### src/line_raster_eight_zone_assert.svh
// Assertion macros for the eight-zone line rasterizer.
// Sampled on clock, disabled while reset is high; define NO_ASSERTIONS to drop them.
`ifndef LINE_RASTER_EIGHT_ZONE_ASSERT_SVH
`define LINE_RASTER_EIGHT_ZONE_ASSERT_SVH
`ifndef NO_ASSERTIONS
`define LRE_ASSERT_IMP(label, ante, cons) \
   label: assert property (@(posedge clock) disable iff (reset) (ante) |-> (cons)) \
      else $error("line raster assertion failed");
`define LRE_ASSERT_NXT(label, ante, cons) \
   label: assert property (@(posedge clock) disable iff (reset) (ante) |=> (cons)) \
      else $error("line raster assertion failed");
`else
`define LRE_ASSERT_IMP(label, ante, cons)
`define LRE_ASSERT_NXT(label, ante, cons)
`endif
`endif

### src/lre_pkg.sv
// Shared types and constants for the eight-zone line rasterizer.
// No dependencies.
package lre_pkg;

   localparam int COORD_BITS_DEF = 12;

   localparam logic CMD_START   = 1'b0;
   localparam logic CMD_ADVANCE = 1'b1;

   typedef enum logic [2:0] {
      ZONE_0 = 3'd0,
      ZONE_1 = 3'd1,
      ZONE_2 = 3'd2,
      ZONE_3 = 3'd3,
      ZONE_4 = 3'd4,
      ZONE_5 = 3'd5,
      ZONE_6 = 3'd6,
      ZONE_7 = 3'd7
   } zone_type;

   typedef struct packed {
      zone_type zone;
      logic     single;
   } setup_ctl_type;

endpackage

### src/lre_if.sv
// Valid/ready channel interfaces for the line rasterizer request and response.
// Depends on lre_pkg for the default coordinate width.
interface lre_req_if
   import lre_pkg::*;
#(
   parameter int COORD_BITS = COORD_BITS_DEF
);
   logic                         valid;
   logic                         ready;
   logic                         command;
   logic signed [COORD_BITS-1:0] start_x;
   logic signed [COORD_BITS-1:0] start_y;
   logic signed [COORD_BITS-1:0] end_x;
   logic signed [COORD_BITS-1:0] end_y;

   modport source (output valid, command, start_x, start_y, end_x, end_y, input ready);
   modport sink (input valid, command, start_x, start_y, end_x, end_y, output ready);
endinterface

interface lre_rsp_if
   import lre_pkg::*;
#(
   parameter int COORD_BITS = COORD_BITS_DEF
);
   logic                         valid;
   logic                         ready;
   logic signed [COORD_BITS-1:0] pixel_x;
   logic signed [COORD_BITS-1:0] pixel_y;
   logic                         valid_res;
   logic                         last;

   modport source (output valid, pixel_x, pixel_y, valid_res, last, input ready);
   modport sink (input valid, pixel_x, pixel_y, valid_res, last, output ready);
endinterface

### src/lre_setup.sv
// Line setup: zone classification, folding into zone 0 and decision terms.
// Depends on lre_pkg.
module lre_setup
   import lre_pkg::*;
#(
   parameter int COORD_BITS = COORD_BITS_DEF
) (
   input  logic signed [COORD_BITS-1:0] start_x,
   input  logic signed [COORD_BITS-1:0] start_y,
   input  logic signed [COORD_BITS-1:0] end_x,
   input  logic signed [COORD_BITS-1:0] end_y,
   output setup_ctl_type                setup_ctl,
   output logic signed [COORD_BITS:0]   walk_x,
   output logic signed [COORD_BITS:0]   walk_y,
   output logic signed [COORD_BITS:0]   walk_limit,
   output logic signed [COORD_BITS+2:0] decision,
   output logic signed [COORD_BITS+2:0] step_straight,
   output logic signed [COORD_BITS+2:0] step_diagonal
);

   localparam int W = COORD_BITS + 1;

   logic signed [W-1:0] sx, sy, ex, ey;
   logic signed [W-1:0] dx, dy, abs_dx, abs_dy;
   logic signed [W-1:0] dxf, dyf, diff;
   zone_type            zone;

   function automatic logic signed [2*W-1:0] fold_pt(zone_type z, logic signed [W-1:0] x,
                                                    logic signed [W-1:0] y);
      logic signed [W-1:0] fx, fy;
      case (z)
         ZONE_0: begin fx = x;  fy = y;  end
         ZONE_1: begin fx = y;  fy = x;  end
         ZONE_2: begin fx = y;  fy = -x; end
         ZONE_3: begin fx = -x; fy = y;  end
         ZONE_4: begin fx = -x; fy = -y; end
         ZONE_5: begin fx = -y; fy = -x; end
         ZONE_6: begin fx = -y; fy = x;  end
         default: begin fx = x; fy = -y; end
      endcase
      return {fx, fy};
   endfunction

   assign sx = {start_x[COORD_BITS-1], start_x};
   assign sy = {start_y[COORD_BITS-1], start_y};
   assign ex = {end_x[COORD_BITS-1], end_x};
   assign ey = {end_y[COORD_BITS-1], end_y};

   assign dx     = ex - sx;
   assign dy     = ey - sy;
   assign abs_dx = dx[W-1] ? -dx : dx;
   assign abs_dy = dy[W-1] ? -dy : dy;

   always_comb begin
      case ({dx[W-1], dy[W-1]})
         2'b00:   zone = (abs_dx >= abs_dy) ? ZONE_0 : ZONE_1;
         2'b10:   zone = (abs_dx >= abs_dy) ? ZONE_3 : ZONE_2;
         2'b11:   zone = (abs_dx >= abs_dy) ? ZONE_4 : ZONE_5;
         default: zone = (abs_dx >= abs_dy) ? ZONE_7 : ZONE_6;
      endcase
   end

   assign {walk_x, walk_y} = fold_pt(zone, sx, sy);
   assign {dxf, dyf}       = fold_pt(zone, dx, dy);
   assign walk_limit       = walk_x + dxf;

   assign diff          = dyf - dxf;
   assign step_straight = {dyf[W-1], dyf, 1'b0};
   assign step_diagonal = {diff[W-1], diff, 1'b0};
   assign decision      = step_straight - {{2{dxf[W-1]}}, dxf};

   assign setup_ctl.zone   = zone;
   assign setup_ctl.single = (dxf == '0);

endmodule

### src/lre_stepper.sv
// Walk state and midpoint step, with mapping of each pixel back to its zone.
// Depends on lre_pkg; takes folded line terms from lre_setup.
module lre_stepper
   import lre_pkg::*;
#(
   parameter int COORD_BITS = COORD_BITS_DEF
) (
   input  logic                         clock,
   input  logic                         reset,
   input  logic                         xfer,
   input  logic                         command,
   input  logic signed [COORD_BITS-1:0] start_x,
   input  logic signed [COORD_BITS-1:0] start_y,
   input  setup_ctl_type                setup_ctl,
   input  logic signed [COORD_BITS:0]   setup_walk_x,
   input  logic signed [COORD_BITS:0]   setup_walk_y,
   input  logic signed [COORD_BITS:0]   setup_walk_limit,
   input  logic signed [COORD_BITS+2:0] setup_decision,
   input  logic signed [COORD_BITS+2:0] setup_step_straight,
   input  logic signed [COORD_BITS+2:0] setup_step_diagonal,
   output logic signed [COORD_BITS-1:0] pixel_x,
   output logic signed [COORD_BITS-1:0] pixel_y,
   output logic                         valid_res,
   output logic                         last,
   output logic                         line_active
);

   localparam int W = COORD_BITS + 1;
   localparam int D = COORD_BITS + 3;

   logic                active_ff, active_in;
   zone_type            zone_ff, zone_in;
   logic signed [W-1:0] walk_x_ff, walk_x_in;
   logic signed [W-1:0] walk_y_ff, walk_y_in;
   logic signed [W-1:0] limit_ff, limit_in;
   logic signed [D-1:0] decision_ff, decision_in;
   logic signed [D-1:0] straight_ff, straight_in;
   logic signed [D-1:0] diagonal_ff, diagonal_in;

   logic signed [W-1:0] next_x, next_y, ox, oy;
   logic signed [D-1:0] next_dec;
   logic                go_diag, next_fin;

   assign go_diag  = !decision_ff[D-1];
   assign next_x   = walk_x_ff + W'(1);
   assign next_y   = go_diag ? walk_y_ff + W'(1) : walk_y_ff;
   assign next_dec = decision_ff + (go_diag ? diagonal_ff : straight_ff);
   assign next_fin = (next_x >= limit_ff);

   always_comb begin
      case (zone_ff)
         ZONE_0: begin ox = next_x;  oy = next_y;  end
         ZONE_1: begin ox = next_y;  oy = next_x;  end
         ZONE_2: begin ox = -next_y; oy = next_x;  end
         ZONE_3: begin ox = -next_x; oy = next_y;  end
         ZONE_4: begin ox = -next_x; oy = -next_y; end
         ZONE_5: begin ox = -next_y; oy = -next_x; end
         ZONE_6: begin ox = next_y;  oy = -next_x; end
         default: begin ox = next_x; oy = -next_y; end
      endcase
   end

   always_comb begin
      active_in   = active_ff;
      zone_in     = zone_ff;
      walk_x_in   = walk_x_ff;
      walk_y_in   = walk_y_ff;
      limit_in    = limit_ff;
      decision_in = decision_ff;
      straight_in = straight_ff;
      diagonal_in = diagonal_ff;
      pixel_x     = '0;
      pixel_y     = '0;
      valid_res   = 1'b0;
      last        = 1'b0;
      if (command == CMD_START) begin
         active_in   = !setup_ctl.single;
         zone_in     = setup_ctl.zone;
         walk_x_in   = setup_walk_x;
         walk_y_in   = setup_walk_y;
         limit_in    = setup_walk_limit;
         decision_in = setup_decision;
         straight_in = setup_step_straight;
         diagonal_in = setup_step_diagonal;
         pixel_x     = start_x;
         pixel_y     = start_y;
         valid_res   = 1'b1;
         last        = setup_ctl.single;
      end else if (active_ff) begin
         active_in   = !next_fin;
         walk_x_in   = next_x;
         walk_y_in   = next_y;
         decision_in = next_dec;
         pixel_x     = ox[COORD_BITS-1:0];
         pixel_y     = oy[COORD_BITS-1:0];
         valid_res   = 1'b1;
         last        = next_fin;
      end
   end

   always_ff @(posedge clock) begin
      if (reset) begin
         active_ff   <= 1'b0;
         zone_ff     <= ZONE_0;
         walk_x_ff   <= '0;
         walk_y_ff   <= '0;
         limit_ff    <= '0;
         decision_ff <= '0;
         straight_ff <= '0;
         diagonal_ff <= '0;
      end else if (xfer) begin
         active_ff   <= active_in;
         zone_ff     <= zone_in;
         walk_x_ff   <= walk_x_in;
         walk_y_ff   <= walk_y_in;
         limit_ff    <= limit_in;
         decision_ff <= decision_in;
         straight_ff <= straight_in;
         diagonal_ff <= diagonal_in;
      end
   end

   assign line_active = active_ff;

endmodule

### src/line_raster_eight_zone.sv
// Top level of the eight-zone midpoint line rasterizer: handshake and result register.
// Depends on lre_pkg, lre_if, lre_setup, lre_stepper and the assertion macro header.
//
// Send a start command with two endpoints to get the first pixel, then one advance
// command per further pixel; the pixel marked last ends the line, and an advance with
// no line active returns a result with valid_res low. One command is taken every clock
// cycle while the request side is not stalled, and its result appears in the result
// register in the cycle after the transfer. The request side stalls only while that
// register holds a result the sink has not taken, so throughput is one pixel per cycle
// while the sink takes results. A start while a line is active abandons the old line.
`include "line_raster_eight_zone_assert.svh"

module line_raster_eight_zone
   import lre_pkg::*;
#(
   parameter int COORD_BITS = COORD_BITS_DEF
) (
   input  logic     clock,
   input  logic     reset,
   lre_req_if.sink  req_chan,
   lre_rsp_if.source rsp_chan
);

   setup_ctl_type                setup_ctl;
   logic signed [COORD_BITS:0]   su_walk_x, su_walk_y, su_limit;
   logic signed [COORD_BITS+2:0] su_decision, su_straight, su_diagonal;

   logic signed [COORD_BITS-1:0] emit_x, emit_y;
   logic                         emit_valid_res, emit_last, line_active;
   logic                         xfer;

   logic                         rsp_valid_ff;
   logic signed [COORD_BITS-1:0] pixel_x_ff, pixel_y_ff;
   logic                         valid_res_ff, last_ff;

   logic                         is_start, blank_px;

   assign req_chan.ready = !rsp_valid_ff || rsp_chan.ready;
   assign xfer           = req_chan.valid && req_chan.ready;

   lre_setup #(
      .COORD_BITS(COORD_BITS)
   ) u_setup (
      .start_x      (req_chan.start_x),
      .start_y      (req_chan.start_y),
      .end_x        (req_chan.end_x),
      .end_y        (req_chan.end_y),
      .setup_ctl    (setup_ctl),
      .walk_x       (su_walk_x),
      .walk_y       (su_walk_y),
      .walk_limit   (su_limit),
      .decision     (su_decision),
      .step_straight(su_straight),
      .step_diagonal(su_diagonal)
   );

   lre_stepper #(
      .COORD_BITS(COORD_BITS)
   ) u_stepper (
      .clock              (clock),
      .reset              (reset),
      .xfer               (xfer),
      .command            (req_chan.command),
      .start_x            (req_chan.start_x),
      .start_y            (req_chan.start_y),
      .setup_ctl          (setup_ctl),
      .setup_walk_x       (su_walk_x),
      .setup_walk_y       (su_walk_y),
      .setup_walk_limit   (su_limit),
      .setup_decision     (su_decision),
      .setup_step_straight(su_straight),
      .setup_step_diagonal(su_diagonal),
      .pixel_x            (emit_x),
      .pixel_y            (emit_y),
      .valid_res          (emit_valid_res),
      .last               (emit_last),
      .line_active        (line_active)
   );

   always_ff @(posedge clock) begin
      if (reset) begin
         rsp_valid_ff <= 1'b0;
      end else if (xfer) begin
         rsp_valid_ff <= 1'b1;
      end else if (rsp_chan.ready) begin
         rsp_valid_ff <= 1'b0;
      end
   end

   always_ff @(posedge clock) begin
      if (xfer) begin
         pixel_x_ff   <= emit_x;
         pixel_y_ff   <= emit_y;
         valid_res_ff <= emit_valid_res;
         last_ff      <= emit_last;
      end
   end

   assign rsp_chan.valid     = rsp_valid_ff;
   assign rsp_chan.pixel_x   = pixel_x_ff;
   assign rsp_chan.pixel_y   = pixel_y_ff;
   assign rsp_chan.valid_res = valid_res_ff;
   assign rsp_chan.last      = last_ff;

   assign is_start = (req_chan.command == CMD_START);
   assign blank_px = (pixel_x_ff == '0) && (pixel_y_ff == '0) && !last_ff;

   `LRE_ASSERT_NXT(a_xfer_gives_result, xfer, rsp_valid_ff)
   `LRE_ASSERT_NXT(a_start_sets_active, xfer && is_start, line_active == !last_ff)
   `LRE_ASSERT_IMP(a_idle_result_blank, rsp_valid_ff && !valid_res_ff, blank_px)
   `LRE_ASSERT_NXT(a_last_ends_line, xfer && emit_last, !line_active)

endmodule
### src/flat_wrapper.sv
// flat-port wrapper written by rule: the top's interface ports become plain ports
module line_raster_eight_zone_flat import lre_pkg::*;
#(
   parameter int COORD_BITS = COORD_BITS_DEF
)
  (clock, reset, req_chan_valid, req_chan_command, req_chan_start_x, req_chan_start_y, req_chan_end_x, req_chan_end_y, req_chan_ready, rsp_chan_valid, rsp_chan_pixel_x, rsp_chan_pixel_y, rsp_chan_valid_res, rsp_chan_last, rsp_chan_ready);
  lre_req_if #(.COORD_BITS(COORD_BITS)) req_chan_i ();
  lre_rsp_if #(.COORD_BITS(COORD_BITS)) rsp_chan_i ();
  input  logic clock;
  input  logic reset;
  input wire logic [$bits(req_chan_i.valid)-1:0] req_chan_valid;
  input wire logic [$bits(req_chan_i.command)-1:0] req_chan_command;
  input wire logic [$bits(req_chan_i.start_x)-1:0] req_chan_start_x;
  input wire logic [$bits(req_chan_i.start_y)-1:0] req_chan_start_y;
  input wire logic [$bits(req_chan_i.end_x)-1:0] req_chan_end_x;
  input wire logic [$bits(req_chan_i.end_y)-1:0] req_chan_end_y;
  output wire logic [$bits(req_chan_i.ready)-1:0] req_chan_ready;
  output wire logic [$bits(rsp_chan_i.valid)-1:0] rsp_chan_valid;
  output wire logic [$bits(rsp_chan_i.pixel_x)-1:0] rsp_chan_pixel_x;
  output wire logic [$bits(rsp_chan_i.pixel_y)-1:0] rsp_chan_pixel_y;
  output wire logic [$bits(rsp_chan_i.valid_res)-1:0] rsp_chan_valid_res;
  output wire logic [$bits(rsp_chan_i.last)-1:0] rsp_chan_last;
  input wire logic [$bits(rsp_chan_i.ready)-1:0] rsp_chan_ready;
  assign req_chan_i.valid = req_chan_valid;
  assign req_chan_i.command = req_chan_command;
  assign req_chan_i.start_x = req_chan_start_x;
  assign req_chan_i.start_y = req_chan_start_y;
  assign req_chan_i.end_x = req_chan_end_x;
  assign req_chan_i.end_y = req_chan_end_y;
  assign req_chan_ready = req_chan_i.ready;
  assign rsp_chan_valid = rsp_chan_i.valid;
  assign rsp_chan_pixel_x = rsp_chan_i.pixel_x;
  assign rsp_chan_pixel_y = rsp_chan_i.pixel_y;
  assign rsp_chan_valid_res = rsp_chan_i.valid_res;
  assign rsp_chan_last = rsp_chan_i.last;
  assign rsp_chan_i.ready = rsp_chan_ready;
  line_raster_eight_zone #(.COORD_BITS(COORD_BITS)) u_core (.clock(clock), .reset(reset), .req_chan(req_chan_i), .rsp_chan(rsp_chan_i));
endmodule
### config.mk
export PLATFORM = sky130hd
export DESIGN_NAME = line_raster_eight_zone_flat
export DESIGN_NICKNAME = d
export VERILOG_FILES = /design/src/lre_pkg.sv /design/src/lre_if.sv /design/src/lre_setup.sv /design/src/lre_stepper.sv /design/src/line_raster_eight_zone.sv /design/src/flat_wrapper.sv
export VERILOG_INCLUDE_DIRS = /design/src /design/src/src
export SDC_FILE = /design/constraint.sdc
export NUM_CORES = 1
export LEC_CHECK = 0
export ABC_AREA = 1
export BUFFER_PORTS_ARGS = -buffer_cell sky130_fd_sc_hd__buf_4
export CORE_MARGIN = 2
export CORE_UTILIZATION = 55
export DETAILED_ROUTE_END_ITERATION = 10
export PLACE_DENSITY = 0.73
export SLEW_MARGIN = 0
export SYNTH_ARGS = -nofsm -noshare
export SYNTH_HDL_FRONTEND = slang
export SYNTH_HIERARCHICAL = 1
export SYNTH_SLANG_ARGS = --single-unit
### constraint.sdc
create_clock -name clock -period 12.8 [get_ports clock]
set_clock_uncertainty 0.2 [all_clocks]
set_input_delay 2.56 -clock clock [delete_from_list [all_inputs] [get_ports clock]]
set_output_delay 2.56 -clock clock [all_outputs]
set_load 0.03 [all_outputs]
# Yosys cells after proc, flatten, opt, wreduce, memory -nomap -nowiden
# Cells that the tools add are included.
# Widths: inputs -> output; s select.
# word_totals
register_bits	111
inputBits	53
out_inout_bits	28
word_cells	101
# classes
addsub	14
magnitude_cmp	2
eq_ne	15
n_mux	32
bitwise	1
reduce_logical	24
# op_table
op	count
$pmux 13 s3	4
$mux 13	7
$pmux 12 s3	2
$mux 12	4
$mux 15	3
$add 13x2->13 const B	2
$ge 13x13->1	2
$neg 12->13	2
$neg 13->13	2
$sub 12x12->13	2
$neg 12->12	2
$reduce_or 2->1	12
$eq 3x3->1 const B	6
$add 15x15->15	1
$sub 14x13->15	1
$add 13x13->13	1
$logic_not 13->1	1
$sub 13x13->13	1
$eq 3x2->1 const B	4
$mux 1	11
$pmux 3 s3	1
$eq 3x1->1 const B	2
$logic_not 3->1	2
$eq 2x2->1 const B	2
8 further kinds	11

# Logic depth before layout (Yosys ltp)
# depth
ltp_word	12
depth_mapped	52
mapped_depth_nobuf	52

# Modules after synthesis
# The synthesis kept the hierarchy.
# modules_own_cells
module	instances	cells_each	area_per_inst_um2	seq_area_each_um2
lre_stepper	1	1071	6693.9	1741.7
lre_setup	1	1073	6082.1	0.0
line_raster_eight_zone	1	32	828.3	800.8

# Worst setup path after synthesis
# Ideal clock, no wire load.
# synth_path
path_kind	in2reg
from	input port req_chan_end_y[0]
to	register u_core/u_stepper/diagonal_ff[14] (netlist name)
setup_ns	0.116
t_arrival_ns	8.485
required_time_ns	12.484
setup_slack_ns	3.999
cell_stages	45
path_buffers	2
cell_sequence	inv_1 ha_1 fa_1 ha_1 inv_1 nor3_1 nand2_1 nor2_1 nand3_1 inv_2 nand2_1 nor3_1 ha_1 inv_1 ha_1 nand2_1 inv_1 nand2_1 (+9 left out) nor2_4 inv_1 buf_2 a31oi_1 inv_1 fa_1 nand3b_1 and2_1 o221ai_1 a21oi_1 o21bai_1 a21oi_1 nor2_1 nor2_1 xor2_1 buf_4 nor2_1 nor2_1
# synth_rtl
item	line	rtl
start: declaration	flat_wrapper.sv:16	input wire logic [$bits(req_chan_i.end_y)-1:0] req_chan_end_y;

==> metrics <==
outcome=finished, final reports clean; starting density of the core=between 50% and 60%; WL/cell=around 19 um; RSZ-0062 raised after global routing=false; Final Setup Violations=0; post-CTS setup buffers=0; Resized Gates After CTS=0; Lkg Pwr=approximately 7.2 nW; DRT Pass-1 Iters=6; critical path type=in -> reg; first-pass GRT wire length=about 75 mm; Routed WL=just under 50 mm; Worst path most repeated cell=nand2_1; CP Capture Type=register; CTS Buffer Depth=2; maximum VDD drop=0.000166 V; antenna cells=0; grt total ovfl=0; overall via count from detail_route=approximately 15000; Mapped Cells=2173; Min-Delay Path Class=reg -> reg; Final period util=~81%; max cap viols=0; # H-tree levels=4; final worst slack=about 2500 ps; hpwl dp=37.3 mm; Pwr per Cell Area=258 nW/um2; CP max stage delay=between 500 and 600 ps; Row Count=57; CP Max Fanout=31; Area Overhead vs Synth=9.56%; CP startpoint kind=input pin; layout cells sized above 1=roughly a tenth; Placeable Area=~24000 um2; Arrival @ worst endpoint=10410 ps; fin crit period=a little over 10000 ps; largest net degree at the start of global routing=~60; Die Area=about 26000 um2; CTS buffer count=17; slowest stage cell on the critical path=inv_1; Final nets=2378; Avg Inst Size Synth=approximately 6.3 um2; Total Power=between 3 and 4 mW; clock tree from TritonCTS=done; Clock Latency Late Sink=between 400 and 500 ps; Buffers on Ports=80; Vias/cell=~6; final slew viol count=0; Final Wtd Congestion=about 1; relative slew slack=around 30%; die width=between 150 and 200 um; Max Clk Rate=approximately 97 MHz; Antenna Nets Post-Route=0; fin cells=roughly 2500; worst-margin pin slew=about 1000 ps; clock root buffer=clkbuf_16; vias in the first global route=13600; initial antenna violation count=0; yosys warns=6; Post-Place Worst Slack=~2200 ps; CTS sink cnt=roughly 110; num ports=slightly above 80; Starting DRT DRC Count=approximately 2000; Overall Global Routing Usage=36.6%; worst endpoint required time=~13000 ps; Cells after DPL=2512; drc violations=0; WHS=about 270 ps; Post-Route Setup TNS=0 ps; Die Y=approximately 160 um; register clock-pin slew on the reported worst setup and hold paths=approximately 60 ps; Hold Buf Count CTS=0; Fin. Hold Viols=0; Cell Area, Synth=13600 um2
==> stage by stage <==
step                util, %  cell area (um2)
finish                 61.2            14900
global route           61.2            14900
CTS                    61.2            14900
detailed placement     58.8            14300
global placement       58.8            14300
floorplan                 -            13600
==> layout by cell type (no fill, tap or decap), drive strengths merged, types with 2 or more instances in the layout <==
cell type	n
nand3	121
o21a	4
nand2	609
and2	2
a21o	5
fa	6
a32o	2
nor4	4
clkinvlp	3
xnor2	18
a31oi	9
inv	289
a221oi	26
bufinv	2
o2111ai	13
o22ai	14
nand3b	7
o21bai	10
o21ai	197
ha	112
a211oi	8
conb	2
dfxtp	88
buf	87
nor3	23
nor2	208
o31ai	2
xor2	67
clkbuf	17
or2	5
o221ai	4
edfxtp	26
a22oi	2
a21oi	170
nand4	30
clkinv	7
o211ai	15
==> sequential cells by signal, summed over array words and instances, names as in the netlist, 3 cells and up <==
register / flops
u_core/u_stepper/decision_ff: 15
u_core/u_stepper/diagonal_ff: 15
u_core/u_stepper/straight_ff: 15
u_core/u_stepper/limit_ff: 13
u_core/u_stepper/walk_x_ff: 13
u_core/rsp_chan.pixel_x: 12
u_core/rsp_chan.pixel_y: 12
u_core/u_stepper/walk_y_ff: 12
u_core/u_stepper/zone_ff: 3
==> path summary, 6_finish.rpt <==
path	start	to	slack, ps	cells past startpoint
setup / recovery	req_chan_start_x[0]	u_core/u_stepper/decision_ff[12]	2490	46
hold / removal	u_core/u_stepper/limit_ff[10]	u_core/u_stepper/limit_ff[10]	270	2
setup reg to reg	u_core/u_stepper/decision_ff[14]	u_core/u_stepper/decision_ff[10]	9020	14
hold reg to reg	u_core/u_stepper/limit_ff[10]	u_core/u_stepper/limit_ff[10]	270	2
==> cell type report <==
cell class | instances | area [um2]
Timing Repair Buffer | 87 | 653
Inverter | 286 | 1080
Clock inverter | 15 | 174
Multi-Input combinational cell | 1701 | 9610
Fill cell | 2432 | 9430
Tap cell | 324 | 405
Sequential cell | 114 | 2540
Clock buffer | 17 | 425
==> per-layer routing <==
metal  up-vias  part of all wire, %  GRT usage [%]
li1       7287                    -              -
met1      6887                   44           51.9
met2       833                   42           55.5
met3       103                  9.3           5.68
met4         0                  3.9           14.9
met5         -                    0              0
==> power by group <==
part           internal, mW  switching, mW  total (mW)
Clock                 0.293          0.206       0.499
Sequential            0.426         0.0393       0.465
Combinational         0.956           1.92        2.87
Total                  1.67           2.16        3.84
==> critical path, delay by kind of cell <==
family                   cells  cell delay (ps)
AO/OA/AOI/OAI                9             1340
XOR/XNOR                     1              150
adder cells (fa/ha/maj)      5             1760
buffers and inverters        6             1590
AND/OR/NAND/NOR             25             2950
Power figures use the tool's default switching activity.
